**config.mk**
```make
export PLATFORM = sky130hd
export DESIGN_NAME = sd_spi_command_sequencer
export DESIGN_NICKNAME = d
export VERILOG_FILES = /design/src/rtl/sdspi_pkg.sv /design/src/rtl/sdspi_csr.sv /design/src/rtl/sdspi_core.sv /design/src/rtl/sd_spi_command_sequencer.sv
export SDC_FILE = /design/constraint.sdc
export NUM_CORES = 1
export LEC_CHECK = 0
export BUFFER_PORTS_ARGS = -buffer_cell sky130_fd_sc_hd__buf_2
export CORE_MARGIN = 5
export CORE_UTILIZATION = 40
export CTS_BUF_LIST = sky130_fd_sc_hd__clkbuf_8
export DETAILED_ROUTE_END_ITERATION = 10
export HOLD_SLACK_MARGIN = 0.1
export PLACE_DENSITY = 0.6
export SYNTH_ARGS = -nofsm -noshare
export SYNTH_HDL_FRONTEND = slang
export SYNTH_SLANG_ARGS = --single-unit
```
**constraint.sdc**
```tcl
create_clock -name clock -period 8.1 [get_ports clock]
set_input_delay 2.43 -clock clock [delete_from_list [all_inputs] [get_ports clock]]
set_output_delay 2.43 -clock clock [all_outputs]
set_load 0.01 [all_outputs]
```
**src/rtl/sdspi_pkg.sv**
```systemverilog
// ----------------------------------------------------------------------------
// sdspi_pkg: shared types and constants of the SD SPI command sequencer
// Holds the phase encoding, operation and status codes, register indexes and
// the structs passed between the sequencer core and the top level.
// ----------------------------------------------------------------------------
`default_nettype none

package sdspi_pkg;

   // Data block size and derived widths
   localparam int BLOCK_BYTES  = 512;
   localparam int READ_IDX_W   = 9;
   // Byte counter covers the block, up to 255 wake bytes and the read index
   localparam int BYTE_IDX_W   = ($clog2(BLOCK_BYTES + 1) > READ_IDX_W) ?
                                 $clog2(BLOCK_BYTES + 1) : READ_IDX_W;

   // Configuration port
   localparam int CSR_INDEX_W  = 1;
   localparam int CSR_DATA_W   = 16;
   localparam logic [CSR_INDEX_W-1:0] CSR_POLL_LIMIT = 1'd0;
   localparam logic [CSR_INDEX_W-1:0] CSR_WAKE_BYTES = 1'd1;

   localparam logic [15:0] POLL_LIMIT_RESET = 16'hFFFF;
   localparam logic [7:0]  WAKE_BYTES_RESET = 8'd10;

   // Operation codes of the request, also stored as the operation kind
   localparam logic [1:0] OP_SLOT  = 2'd0;
   localparam logic [1:0] OP_INIT  = 2'd1;
   localparam logic [1:0] OP_READ  = 2'd2;
   localparam logic [1:0] OP_WRITE = 2'd3;

   // Status codes
   localparam logic [2:0] ST_OK           = 3'd0;
   localparam logic [2:0] ST_NO_IDLE      = 3'd1;
   localparam logic [2:0] ST_INIT_TIMEOUT = 3'd2;
   localparam logic [2:0] ST_CMD_REJECT   = 3'd3;
   localparam logic [2:0] ST_DATA_REJECT  = 3'd4;
   localparam logic [2:0] ST_TIMEOUT      = 3'd5;

   // Card protocol bytes
   localparam logic [7:0] CMD0_BYTE   = 8'h40;
   localparam logic [7:0] CMD1_BYTE   = 8'h41;
   localparam logic [7:0] CMD17_BYTE  = 8'h51;
   localparam logic [7:0] CMD24_BYTE  = 8'h58;
   localparam logic [7:0] CRC_BYTE    = 8'h95;
   localparam logic [7:0] TOKEN_BYTE  = 8'hFE;
   localparam logic [7:0] IDLE_BYTE   = 8'hFF;
   localparam logic [7:0] R1_IDLE     = 8'h01;
   localparam logic [7:0] DRESP_MASK  = 8'h05;
   localparam logic [BYTE_IDX_W-1:0] FRAME_LEN = BYTE_IDX_W'(6);
   localparam logic [BYTE_IDX_W-1:0] TAIL_LEN  = BYTE_IDX_W'(2);

   // Sequencer phases, one-hot
   typedef enum logic [18:0] {
      PH_IDLE        = 19'h00001,
      PH_WAKE        = 19'h00002,
      PH_FRAME0      = 19'h00004,
      PH_R1_0        = 19'h00008,
      PH_FLUSH_INIT  = 19'h00010,
      PH_FRAME       = 19'h00020,
      PH_R1          = 19'h00040,
      PH_TRAIL_OK    = 19'h00080,
      PH_TRAIL_RETRY = 19'h00100,
      PH_RD_FLUSH    = 19'h00200,
      PH_TOKEN       = 19'h00400,
      PH_RD_DATA     = 19'h00800,
      PH_CRC         = 19'h01000,
      PH_WR_FLUSH    = 19'h02000,
      PH_WR_TOKEN    = 19'h04000,
      PH_WR_DATA     = 19'h08000,
      PH_WR_FILL     = 19'h10000,
      PH_WR_RESP     = 19'h20000,
      PH_BUSY        = 19'h40000
   } phase_type;

   typedef struct packed {
      phase_type             phase;
      logic [1:0]            kind;
      logic [BYTE_IDX_W-1:0] byte_index;
      logic [15:0]           poll_count;
      logic [15:0]           attempt_count;
      logic [31:0]           address;
   } seq_state_type;

   typedef struct packed {
      logic [1:0]  op;
      logic [31:0] block_address;
      logic [7:0]  rx_byte;
      logic [7:0]  write_byte;
   } req_item_type;

   typedef struct packed {
      logic [7:0]            tx_byte;
      logic                  tx_valid;
      logic                  need_write_byte;
      logic [7:0]            read_byte;
      logic                  read_valid;
      logic [READ_IDX_W-1:0] read_index;
      logic                  done_res;
      logic [2:0]            status;
      logic                  busy_res;
   } rsp_item_type;

   typedef struct packed {
      logic [15:0] poll_limit;
      logic [7:0]  wake_bytes;
   } cfg_type;

endpackage

`default_nettype wire

```
**src/rtl/sdspi_csr.sv**
```systemverilog
// ----------------------------------------------------------------------------
// sdspi_csr: configuration registers
// Holds the poll limit and the wake byte count, written through the csr port.
// ----------------------------------------------------------------------------
`default_nettype none

module sdspi_csr
   import sdspi_pkg::*;
(
   input  wire logic                   clock,
   input  wire logic                   reset,
   input  wire logic                   csr_valid,
   output logic                        csr_ready,
   input  wire logic [CSR_INDEX_W-1:0] csr_index,
   input  wire logic [CSR_DATA_W-1:0]  csr_data,
   output cfg_type                     cfg
);

   cfg_type cfg_ff;
   cfg_type cfg_in;

   // Take a write at any time
   assign csr_ready = 1'b1;

   // Decode the register index
   always_comb begin
      cfg_in = cfg_ff;
      if (csr_valid) begin
         case (csr_index)
            CSR_POLL_LIMIT: cfg_in.poll_limit = csr_data[15:0];
            CSR_WAKE_BYTES: cfg_in.wake_bytes = csr_data[7:0];
            default: cfg_in = cfg_ff;
         endcase
      end
   end

   always_ff @(posedge clock) begin
      if (reset) begin
         cfg_ff.poll_limit <= POLL_LIMIT_RESET;
         cfg_ff.wake_bytes <= WAKE_BYTES_RESET;
      end else begin
         cfg_ff <= cfg_in;
      end
   end

   assign cfg = cfg_ff;

endmodule

`default_nettype wire

```
**src/rtl/sdspi_core.sv**
```systemverilog
// ----------------------------------------------------------------------------
// sdspi_core: sequencer step logic
// Computes the next sequencer state and the result of one transaction from
// the current state, the registered request and the configuration.
// ----------------------------------------------------------------------------
`default_nettype none

module sdspi_core
   import sdspi_pkg::*;
(
   input  seq_state_type cur,
   input  req_item_type  item,
   input  cfg_type       cfg,
   output seq_state_type nxt,
   output rsp_item_type  rsp
);

   function automatic logic [15:0] sat_inc(input logic [15:0] v);
      return (v == 16'hFFFF) ? v : v + 16'd1;
   endfunction

   logic [BYTE_IDX_W-1:0] idx_inc;
   logic [15:0]           poll_inc;
   logic                  poll_end;
   logic                  done;
   logic [2:0]            st;
   logic                  rvalid;
   logic [7:0]            cmd_byte;

   assign idx_inc  = cur.byte_index + BYTE_IDX_W'(1);
   assign poll_inc = sat_inc(cur.poll_count);
   assign poll_end = (poll_inc >= cfg.poll_limit);

   // Advance the phase
   always_comb begin
      nxt    = cur;
      done   = 1'b0;
      st     = ST_OK;
      rvalid = 1'b0;
      if (item.op != OP_SLOT) begin
         if (cur.phase == PH_IDLE) begin
            nxt.kind          = item.op;
            nxt.attempt_count = '0;
            nxt.byte_index    = '0;
            nxt.poll_count    = '0;
            if (item.op == OP_INIT) begin
               nxt.address = '0;
               nxt.phase   = PH_WAKE;
            end else begin
               nxt.address = item.block_address;
               nxt.phase   = PH_FRAME;
            end
         end
      end else begin
         case (cur.phase)
            PH_IDLE: nxt = cur;
            PH_WAKE: begin
               nxt.byte_index = idx_inc;
               if (idx_inc >= BYTE_IDX_W'(cfg.wake_bytes)) begin
                  nxt.phase      = PH_FRAME0;
                  nxt.byte_index = '0;
                  nxt.poll_count = '0;
               end
            end
            PH_FRAME0, PH_FRAME: begin
               nxt.byte_index = idx_inc;
               if (idx_inc >= FRAME_LEN) begin
                  nxt.phase      = (cur.phase == PH_FRAME0) ? PH_R1_0 : PH_R1;
                  nxt.byte_index = '0;
                  nxt.poll_count = '0;
               end
            end
            PH_R1_0: begin
               nxt.poll_count = poll_inc;
               if (!item.rx_byte[7] || poll_end) begin
                  if (item.rx_byte == R1_IDLE) begin
                     nxt.phase      = PH_FLUSH_INIT;
                     nxt.byte_index = '0;
                     nxt.poll_count = '0;
                  end else begin
                     done = 1'b1;
                     st   = ST_NO_IDLE;
                  end
               end
            end
            PH_FLUSH_INIT: begin
               nxt.phase      = PH_FRAME;
               nxt.byte_index = '0;
               nxt.poll_count = '0;
            end
            PH_R1: begin
               nxt.poll_count = poll_inc;
               if (!item.rx_byte[7] || poll_end) begin
                  if (cur.kind == OP_READ || cur.kind == OP_WRITE) begin
                     if (item.rx_byte != 8'd0) begin
                        done = 1'b1;
                        st   = ST_CMD_REJECT;
                     end else begin
                        nxt.phase = (cur.kind == OP_READ) ? PH_RD_FLUSH : PH_WR_FLUSH;
                        nxt.byte_index = '0;
                        nxt.poll_count = '0;
                     end
                  end else begin
                     nxt.attempt_count = sat_inc(cur.attempt_count);
                     nxt.phase = (item.rx_byte == 8'd0) ? PH_TRAIL_OK : PH_TRAIL_RETRY;
                     nxt.byte_index = '0;
                     nxt.poll_count = '0;
                  end
               end
            end
            PH_TRAIL_OK: done = 1'b1;
            PH_TRAIL_RETRY: begin
               if (cur.attempt_count >= cfg.poll_limit) begin
                  done = 1'b1;
                  st   = ST_INIT_TIMEOUT;
               end else begin
                  nxt.phase      = PH_FRAME;
                  nxt.byte_index = '0;
                  nxt.poll_count = '0;
               end
            end
            PH_RD_FLUSH: begin
               nxt.phase      = PH_TOKEN;
               nxt.byte_index = '0;
               nxt.poll_count = '0;
            end
            PH_TOKEN: begin
               nxt.poll_count = poll_inc;
               if (item.rx_byte == TOKEN_BYTE) begin
                  nxt.phase      = PH_RD_DATA;
                  nxt.byte_index = '0;
                  nxt.poll_count = '0;
               end else if (poll_end) begin
                  done = 1'b1;
                  st   = ST_TIMEOUT;
               end
            end
            PH_RD_DATA: begin
               rvalid         = 1'b1;
               nxt.byte_index = idx_inc;
               if (idx_inc >= BYTE_IDX_W'(BLOCK_BYTES)) begin
                  nxt.phase      = PH_CRC;
                  nxt.byte_index = '0;
                  nxt.poll_count = '0;
               end
            end
            PH_CRC: begin
               nxt.byte_index = idx_inc;
               if (idx_inc >= TAIL_LEN) begin
                  done = 1'b1;
               end
            end
            PH_WR_FLUSH: begin
               nxt.phase      = PH_WR_TOKEN;
               nxt.byte_index = '0;
               nxt.poll_count = '0;
            end
            PH_WR_TOKEN: begin
               nxt.phase      = PH_WR_DATA;
               nxt.byte_index = '0;
               nxt.poll_count = '0;
            end
            PH_WR_DATA: begin
               nxt.byte_index = idx_inc;
               if (idx_inc >= BYTE_IDX_W'(BLOCK_BYTES)) begin
                  nxt.phase      = PH_WR_FILL;
                  nxt.byte_index = '0;
                  nxt.poll_count = '0;
               end
            end
            PH_WR_FILL: begin
               nxt.byte_index = idx_inc;
               if (idx_inc >= TAIL_LEN) begin
                  nxt.phase      = PH_WR_RESP;
                  nxt.byte_index = '0;
                  nxt.poll_count = '0;
               end
            end
            PH_WR_RESP: begin
               if ((item.rx_byte & DRESP_MASK) != DRESP_MASK) begin
                  done = 1'b1;
                  st   = ST_DATA_REJECT;
               end else begin
                  nxt.phase      = PH_BUSY;
                  nxt.byte_index = '0;
                  nxt.poll_count = '0;
               end
            end
            PH_BUSY: begin
               nxt.poll_count = poll_inc;
               if (item.rx_byte == IDLE_BYTE) begin
                  done = 1'b1;
               end else if (poll_end) begin
                  done = 1'b1;
                  st   = ST_TIMEOUT;
               end
            end
            default: nxt.phase = PH_IDLE;
         endcase
         // Drop back to idle when the operation ends
         if (done) begin
            nxt.phase      = PH_IDLE;
            nxt.byte_index = '0;
            nxt.poll_count = '0;
         end
      end
   end

   // Pick the command byte of the running operation
   always_comb begin
      case (nxt.kind)
         OP_READ:  cmd_byte = CMD17_BYTE;
         OP_WRITE: cmd_byte = CMD24_BYTE;
         default:  cmd_byte = CMD1_BYTE;
      endcase
   end

   // Build the result from the updated state
   always_comb begin
      rsp = '0;
      case (nxt.phase)
         PH_IDLE: rsp.tx_byte = 8'd0;
         PH_FRAME0, PH_FRAME: begin
            case (nxt.byte_index)
               BYTE_IDX_W'(0): rsp.tx_byte = (nxt.phase == PH_FRAME0) ? CMD0_BYTE : cmd_byte;
               BYTE_IDX_W'(1): rsp.tx_byte = nxt.address[31:24];
               BYTE_IDX_W'(2): rsp.tx_byte = nxt.address[23:16];
               BYTE_IDX_W'(3): rsp.tx_byte = nxt.address[15:8];
               BYTE_IDX_W'(4): rsp.tx_byte = nxt.address[7:0];
               default:        rsp.tx_byte = CRC_BYTE;
            endcase
         end
         PH_WR_TOKEN: rsp.tx_byte = TOKEN_BYTE;
         PH_WR_DATA:  rsp.tx_byte = item.write_byte;
         default:     rsp.tx_byte = IDLE_BYTE;
      endcase
      rsp.tx_valid        = (nxt.phase != PH_IDLE);
      rsp.busy_res        = (nxt.phase != PH_IDLE);
      rsp.need_write_byte = (nxt.phase == PH_WR_TOKEN) ||
                            ((nxt.phase == PH_WR_DATA) &&
                             ((nxt.byte_index + BYTE_IDX_W'(1)) < BYTE_IDX_W'(BLOCK_BYTES)));
      rsp.read_valid      = rvalid;
      rsp.read_byte       = rvalid ? item.rx_byte : 8'd0;
      rsp.read_index      = rvalid ? cur.byte_index[READ_IDX_W-1:0] : '0;
      rsp.done_res        = done;
      rsp.status          = st;
   end

endmodule

`default_nettype wire

```
**src/rtl/sd_spi_command_sequencer.sv**
```systemverilog
// ----------------------------------------------------------------------------
// sd_spi_command_sequencer: SD card SPI mode command sequencer
// Steps an SD card through init, block read and block write, one exchanged
// byte per transaction.
// ----------------------------------------------------------------------------
// Usage:
//   req_*  : one transaction per SPI byte slot. op selects slot finished,
//            start init, start block read or start block write; rx_byte
//            carries the byte just received, write_byte the next data byte.
//   rsp_*  : one result per request: the next byte to send, read data with
//            its index, and done/status at the end of an operation.
//   csr_*  : writes poll_limit (index 0) and wake_bytes (index 1); always
//            ready; the user writes only while no operation is running (not enforced).
// A request is held in the request register, and its result in the result
// register. One request is taken every cycle while the result channel is not
// stalled; the rate is set by the combinational step logic between the request
// register and the result register. In use each transaction is one SPI byte exchange.
// Reset empties both registers, returns the sequencer to idle and restores
// poll_limit 65535 and wake_bytes 10. When rsp_ready is low the result holds,
// one more request is taken into the request register, then req_ready drops.
// ----------------------------------------------------------------------------
`default_nettype none

module sd_spi_command_sequencer
   import sdspi_pkg::*;
(
   input  wire logic                   clock,
   input  wire logic                   reset,
   input  wire logic                   req_valid,
   output logic                        req_ready,
   input  wire logic [1:0]             req_op,
   input  wire logic [31:0]            req_block_address,
   input  wire logic [7:0]             req_rx_byte,
   input  wire logic [7:0]             req_write_byte,
   output logic                        rsp_valid,
   input  wire logic                   rsp_ready,
   output logic [7:0]                  rsp_tx_byte,
   output logic                        rsp_tx_valid,
   output logic                        rsp_need_write_byte,
   output logic [7:0]                  rsp_read_byte,
   output logic                        rsp_read_valid,
   output logic [READ_IDX_W-1:0]       rsp_read_index,
   output logic                        rsp_done_res,
   output logic [2:0]                  rsp_status,
   output logic                        rsp_busy_res,
   input  wire logic                   csr_valid,
   output logic                        csr_ready,
   input  wire logic [CSR_INDEX_W-1:0] csr_index,
   input  wire logic [CSR_DATA_W-1:0]  csr_data
);

   cfg_type       cfg;
   seq_state_type state_ff;
   seq_state_type state_nxt;
   req_item_type  req_ff;
   logic          req_valid_ff;
   logic          req_valid_in;
   rsp_item_type  rsp_ff;
   rsp_item_type  rsp_nxt;
   logic          rsp_valid_ff;
   logic          rsp_valid_in;
   logic          advance;

   sdspi_csr u_csr (
      .clock     (clock),
      .reset     (reset),
      .csr_valid (csr_valid),
      .csr_ready (csr_ready),
      .csr_index (csr_index),
      .csr_data  (csr_data),
      .cfg       (cfg)
   );

   sdspi_core u_core (
      .cur  (state_ff),
      .item (req_ff),
      .cfg  (cfg),
      .nxt  (state_nxt),
      .rsp  (rsp_nxt)
   );

   // Move the held request into the result register when it is free
   assign advance   = req_valid_ff && (!rsp_valid_ff || rsp_ready);
   assign req_ready = !req_valid_ff || advance;

   assign req_valid_in = (req_valid && req_ready) ? 1'b1 : (advance ? 1'b0 : req_valid_ff);
   assign rsp_valid_in = advance ? 1'b1 : (rsp_ready ? 1'b0 : rsp_valid_ff);

   // Control state
   always_ff @(posedge clock) begin
      if (reset) begin
         req_valid_ff           <= 1'b0;
         rsp_valid_ff           <= 1'b0;
         state_ff.phase         <= PH_IDLE;
         state_ff.kind          <= OP_SLOT;
         state_ff.byte_index    <= '0;
         state_ff.poll_count    <= '0;
         state_ff.attempt_count <= '0;
         state_ff.address       <= '0;
      end else begin
         req_valid_ff <= req_valid_in;
         rsp_valid_ff <= rsp_valid_in;
         if (advance) begin
            state_ff <= state_nxt;
         end
      end
   end

   // Payload registers
   always_ff @(posedge clock) begin
      if (req_valid && req_ready) begin
         req_ff.op            <= req_op;
         req_ff.block_address <= req_block_address;
         req_ff.rx_byte       <= req_rx_byte;
         req_ff.write_byte    <= req_write_byte;
      end
      if (advance) begin
         rsp_ff <= rsp_nxt;
      end
   end

   assign rsp_valid           = rsp_valid_ff;
   assign rsp_tx_byte         = rsp_ff.tx_byte;
   assign rsp_tx_valid        = rsp_ff.tx_valid;
   assign rsp_need_write_byte = rsp_ff.need_write_byte;
   assign rsp_read_byte       = rsp_ff.read_byte;
   assign rsp_read_valid      = rsp_ff.read_valid;
   assign rsp_read_index      = rsp_ff.read_index;
   assign rsp_done_res        = rsp_ff.done_res;
   assign rsp_status          = rsp_ff.status;
   assign rsp_busy_res        = rsp_ff.busy_res;

endmodule

`default_nettype wire

```
# ---- Yosys cells after proc, flatten, opt, wreduce, memory -nomap -nowiden
# Index checks and enable logic that the tools add are counted.
dict set report totals {
  register_bits 203
  latch_bits 0
  ram_bits 0
  word_cells 187
  rom_bits 0
  in_bits 72
  mem_count 0
  out_inout_bits 36
}
dict set report op_classes {
  order_cmp 7
  mux 75
  n_reduce_logical 29
  n_shift 0
  eq_ne 49
  mul 0
  div_mod_pow 0
  bitwise 1
  addsub 4
}
# operator count
set op_table {}
lappend op_table {{26-bit 2-to-1 mux} 12}
lappend op_table {{19-bit one-hot mux with 15 select lines} 1}
lappend op_table {{19-bit 2-to-1 mux} 14}
lappend op_table {{95-bit 2-to-1 mux} 2}
lappend op_table {{16-bit one-hot mux with 11 select lines} 1}
lappend op_table {{10-bit one-hot mux with 11 select lines} 1}
lappend op_table {{16-bit 2-to-1 mux} 4}
lappend op_table {{42-bit 2-to-1 mux} 1}
lappend op_table {{8-bit one-hot mux with 5 select lines} 1}
lappend op_table {{19-bit by 1-bit equality test with 1-bit output (second input constant)} 2}
lappend op_table {{19-bit by 15-bit equality test with 1-bit output (second input constant)} 2}
lappend op_table {{19-bit by 16-bit equality test with 1-bit output (second input constant)} 2}
lappend op_table {{19-bit by 3-bit equality test with 1-bit output (second input constant)} 2}
lappend op_table {{19-bit by 6-bit equality test with 1-bit output (second input constant)} 2}
lappend op_table {{16-bit by 1-bit adder with 16-bit output (second input constant)} 2}
lappend op_table {{16-bit equality test (second input constant)} 2}
lappend op_table {{16-bit >= comparator} 2}
lappend op_table {{32-bit 2-to-1 mux} 1}
lappend op_table {{8-bit one-hot mux with 4 select lines} 1}
lappend op_table {{3-bit 2-to-1 mux} 7}
lappend op_table {{10-bit by 1-bit adder with 10-bit output (second input constant)} 2}
lappend op_table {{10-bit by 2-bit equality test with 1-bit output (second input constant)} 2}
lappend op_table {{19-bit by 10-bit equality test with 1-bit output (second input constant)} 1}
lappend op_table {{19-bit by 11-bit equality test with 1-bit output (second input constant)} 1}
lappend op_table {{52 further kinds} 97}

# ---- Logic depth before layout (Yosys ltp)
dict set report depth {
  word_depth 14
  mapped_depth 25
  ltp_nobuf 22
}

# ---- By module
# Synthesis repeated with hierarchy kept, for this count alone.
dict set report hier_totals {
  hier_cells 1505
  area_unflattened_um2 13475.4
}
# mod instances cells_each area_per_inst_um2
set by_module_without_submodules {}
lappend by_module_without_submodules {sd_spi_command_sequencer 1 505 6814.0}
lappend by_module_without_submodules {sdspi_core 1 894 5672.9}
lappend by_module_without_submodules {sdspi_csr 1 106 988.4}

# ---- Worst setup path after synthesis
# OpenSTA, ideal clock, no wires.
dict set report synth_timing {
  path_kind {reg2reg}
  startpoint {register state_ff[51] in the netlist's numbering}
  endpoint {register rsp_ff (netlist bit rsp_tx_byte[4]) (data pin)}
  required_ps 7963
  path_stages_with_launch 24
  t_arrival_ps 5113
  setup_ps 137
  path_buffers 2
  path_slack_ps 2850
  period_less_slack_ps 5250
  cell_sequence {dfxtp_1 and3_1 and3_1 nand3_1 nor2_1 and3_1 nand3_1 nand2b_1 clkbuf_1 nor3_1 xor2_1 ha_1 a41o_1 a211o_1 or2_1 o31a_1 and2_1 or3b_1 o31a_1 or4b_4 or3_1 buf_2 a211o_1 nand4_1}
}
# element line
set synth_lines {}
lappend synth_lines {{start, declared} sd_spi_command_sequencer.sv:53} ;# seq_state_type state_ff;
lappend synth_lines {{start signal, assigned} sd_spi_command_sequencer.sv:104} ;# state_ff <= state_nxt;
lappend synth_lines {{end signal, assigned} sd_spi_command_sequencer.sv:118} ;# rsp_ff <= rsp_nxt;
lappend synth_lines {{end, declared} sd_spi_command_sequencer.sv:58} ;# rsp_item_type rsp_ff;

==> results.py <==
metrics = {
    "outcome": {
        "status": "finished clean",
    },
    "timing": {
        "finalCriticalPeriod_ps": 6665,
        "finClkSkew_ps": 18.32,
        "worst_slack_ps": 1435,
        "setup-tns-final_ps": 0,
        "hold_violation_count_in_the_final_report": 0,
        "report.final.slew_viol_count": 0,
        "fmax_mhz": 150.0,
        "timing.final.crit_share_pct": 82.28,
        "relSlewSlack_pct": 23.72,
        "actual_slew_at_the_worst_max_slew_pin_ps": 1144,
        "finalSetupViolCount": 0,
        "setup_repair_after_global_routing_missed_its_margin": "false",
    },
    "synth": {
        "ys_ff_latch": 203,
        "yosys.cell_types.count": 94,
        "top_reg_cell_synth": "sky130_fd_sc_hd__dfxtp_1",
        "synthesis.area_per_instance_um2": 8.923,
        "post-synth-top-area-cell": "sky130_fd_sc_hd__edfxtp_1",
        "synth_edf_count": 82,
        "post_synthesis_net_count": 1434,
        "yosysWarningCount": 0,
        "mapped_cell_area_mm2": 0.01176,
        "yosysSeqAreaShare_pct": 41.54,
        "synth-async-reset-ratio_pct": 0,
        "synth_top_area_share_pct": 20.94,
        "synthesis.instances": 1318,
        "yosys-top-cells-area": "sky130_fd_sc_hd__edfxtp_1 (21%), sky130_fd_sc_hd__dfxtp_1 (21%), sky130_fd_sc_hd__nor2_1 (5.5%)",
    },
    "clock_network": {
        "cts.sinks": 203,
        "tritoncts": "yes",
        "h_tree_lvl_count": 2,
        "clockBufferDepth": 3,
        "clk_latency_ps": 560,
        "numCtsBuffers": 38,
        "clock_transition_at_the_register_clock_pins_on_the_worst_setup_and_hold_paths_after_cts_ps": 70,
        "ctsHoldBuffers": 0,
        "post_cts.resized_instances": 0,
        "cts-root-buf": "sky130_fd_sc_hd__clkbuf_8",
        "post-cts-setup-buffer-count": 0,
    },
    "worst_setup_path": {
        "worstPathRequired_ps": 8420,
        "critical_path.endpoint_type": "flip-flop",
        "worst_setup_path_start_kind": "flip-flop",
        "criticalPathCategory": "flip-flop to flip-flop",
        "timing.critical_path.arrival_ps": 6980,
        "cp_max_fo": 11,
    },
    "floorplan": {
        "io-pin-count": 108,
        "num_rows": 62,
        "fp.dieH_um": 181.5,
        "area_of_the_placeable_core_mm2": 0.02886,
        "chipWidth_um": 181.5,
        "total_die_area_mm2": 0.03293,
        "starting_density_of_the_core_pct": 40.75,
    },
    "place": {
        "place_congestion": 0.9716,
        "place_worst_setup_slack_ps": 1544,
        "detailedPlacementHpwl_um": 27460,
        "area_after_detailed_placement_mm2": 0.01254,
        "numPortBuffers": 106,
        "numPlacedInstances": 1740,
    },
    "route": {
        "vias": 10621,
        "post_drt_via_cell_ratio": 5.868,
        "detail_route.wl_per_cell_um": 20.28,
        "drc_errors": 0,
        "drt_first_pass_iters": 7,
        "drtAntennaViolNets": 0,
        "detail_route.wirelength_um": 36720,
        "initialDrtViolationCount": 852,
    },
    "grt": {
        "global_route.overflow_total": 0,
        "grt_max_degree": 63,
        "globalRouteTotalUtil_pct": 21.47,
        "grt_pass1_wl_um": 57270,
        "initial_antenna_violation_count": 0,
        "first_global_vias": 10283,
    },
    "cells_and_area": {
        "diode_insertion_count_for_antenna_repair": 0,
        "flow.area_growth_from_synthesis_pct": 13.32,
        "final_cell_mix": "sky130_fd_sc_hd__nor2_1 (169), sky130_fd_sc_hd__dfxtp_1 (121), sky130_fd_sc_hd__buf_2 (105)",
        "fillers": 2836,
        "net_count_reported_at_finish": 1512,
        "final_core_util_pct": 46.18,
        "instances_no_fill": 1810,
        "mostFrequentLayoutCell": "sky130_fd_sc_hd__nor2_1",
        "design_area_mm2": 0.01333,
        "final_layout_size_suffix_gt1_share_pct": 15.08,
    },
    "power_and_ir_drop": {
        "power_per_cell_area_mw_per_mm2": 181.3,
        "power.leakage_nw": 5.264,
        "ir_worst_vdd_v": 0.0001611,
    },
    "min_path": {
        "min-delay-path-class": "flip-flop to flip-flop",
    },
    "flow_run": {
        "max_cap_violations": 0,
    },
}
==> stage by stage <==
| stage | power (mW) | hold slack, ps |
|---|---|---|
| 2_1_floorplan | 1.314 | 436.3 |
| 3_3_place_gp | 1.407 | 443.1 |
| 3_5_place_dp | 1.409 | 451.8 |
| 4_1_cts | 2.447 | 459.4 |
| 5_1_grt | 2.525 | 478.8 |
| 6_report | 2.415 | 458.6 |
==> critical path: stages, from the launching register on <==
cell and delay [ps]:
sky130_fd_sc_hd__dfxtp_1 410, sky130_fd_sc_hd__and3_1 220, sky130_fd_sc_hd__and3_1 210, sky130_fd_sc_hd__nand3_1 130, sky130_fd_sc_hd__nor2_1 210, sky130_fd_sc_hd__and3_1 250, sky130_fd_sc_hd__nand3_1 330, sky130_fd_sc_hd__nand2b_1 360
sky130_fd_sc_hd__nor3_1 90, sky130_fd_sc_hd__xor2_1 160, sky130_fd_sc_hd__ha_1 310, sky130_fd_sc_hd__nand4_1 160, sky130_fd_sc_hd__a311o_1 340, sky130_fd_sc_hd__a31o_2 320, sky130_fd_sc_hd__a2111oi_1 680, sky130_fd_sc_hd__nand3_1 180
sky130_fd_sc_hd__o22ai_1 330, sky130_fd_sc_hd__or3b_2 480, sky130_fd_sc_hd__nor4_2 670, sky130_fd_sc_hd__a211o_1 330, sky130_fd_sc_hd__nand2_1 90, sky130_fd_sc_hd__a21o_1 160
==> path summary, 6_finish.rpt <==
path                                    from        endpoint  slack [ps]  cells past startpoint
worst max-delay path            state_ff[51]  rsp_tx_byte[5]        1440                     21
worst min-delay path            u_csr.cfg[4]    u_csr.cfg[4]         460                      2
worst max register to register  state_ff[51]  rsp_tx_byte[5]        1440                     21
worst min register to register  u_csr.cfg[4]    u_csr.cfg[4]         460                      2
==> synthesized netlist by cell type, drive strengths merged, types with 35 or more instances <==
cell / number
dfxtp: 121
o21ai: 43
edfxtp: 82
nor2: 172
nand3: 45
clkbuf: 59
inv: 44
nand2: 91
nor3: 51
nand4: 35
ha: 44
a21oi: 68
a22oi: 66
==> logic make-up after synthesis <==
family | after synthesis | synth area share, %
other cells | 1 | 0.03189
xor+xnor | 34 | 2.532
fa+ha+maj | 44 | 4.681
simple gates | 578 | 26.28
compound gates | 328 | 20.10
mux | 6 | 0.5213
flops | 203 | 41.54
buf+inv | 124 | 4.320
==> final cells by class <==
cell class | count | area (um2) | area share, %
flip-flops and latches | 203 | 4885 | 36.65
inverters | 45 | 168.9 | 1.267
multi-input cells | 991 | 6390 | 47.95
clock buffers | 41 | 564.3 | 4.234
well taps | 384 | 480.5 | 3.605
clock inverters | 29 | 222.7 | 1.671
repair buffers | 117 | 615.6 | 4.619
==> layer usage <==
layer  up-vias  wire length [um]  global-route usage, %
met2       327             16730                  34.87
met1      5130             16660                  28.82
met4         0              1174                  7.535
li1       5090                 -                      -
met5         -                 0                      0
met3        74              2142                  3.962
==> state kept, by name (all words and copies together) (netlist names) <==
| name | cells |
|---|---|
| req_ff | 50 |
| req_valid_ff | 1 |
| rsp_busy_res | 1 |
| rsp_done_res | 1 |
| rsp_need_write_byte | 1 |
| rsp_read_byte | 8 |
| rsp_read_index | 9 |
| rsp_read_valid | 1 |
| rsp_status | 3 |
| rsp_tx_byte | 8 |
| rsp_valid | 1 |
| state_ff | 95 |
| u_csr.cfg | 24 |
==> report_power, final <==
group          total (mW)  internal [mW]  switching, mW
registers            1.13           1.11         0.0248
clock network        1.03          0.571          0.455
logic               0.259         0.0882          0.170
(Power assumes the default switching activity.)
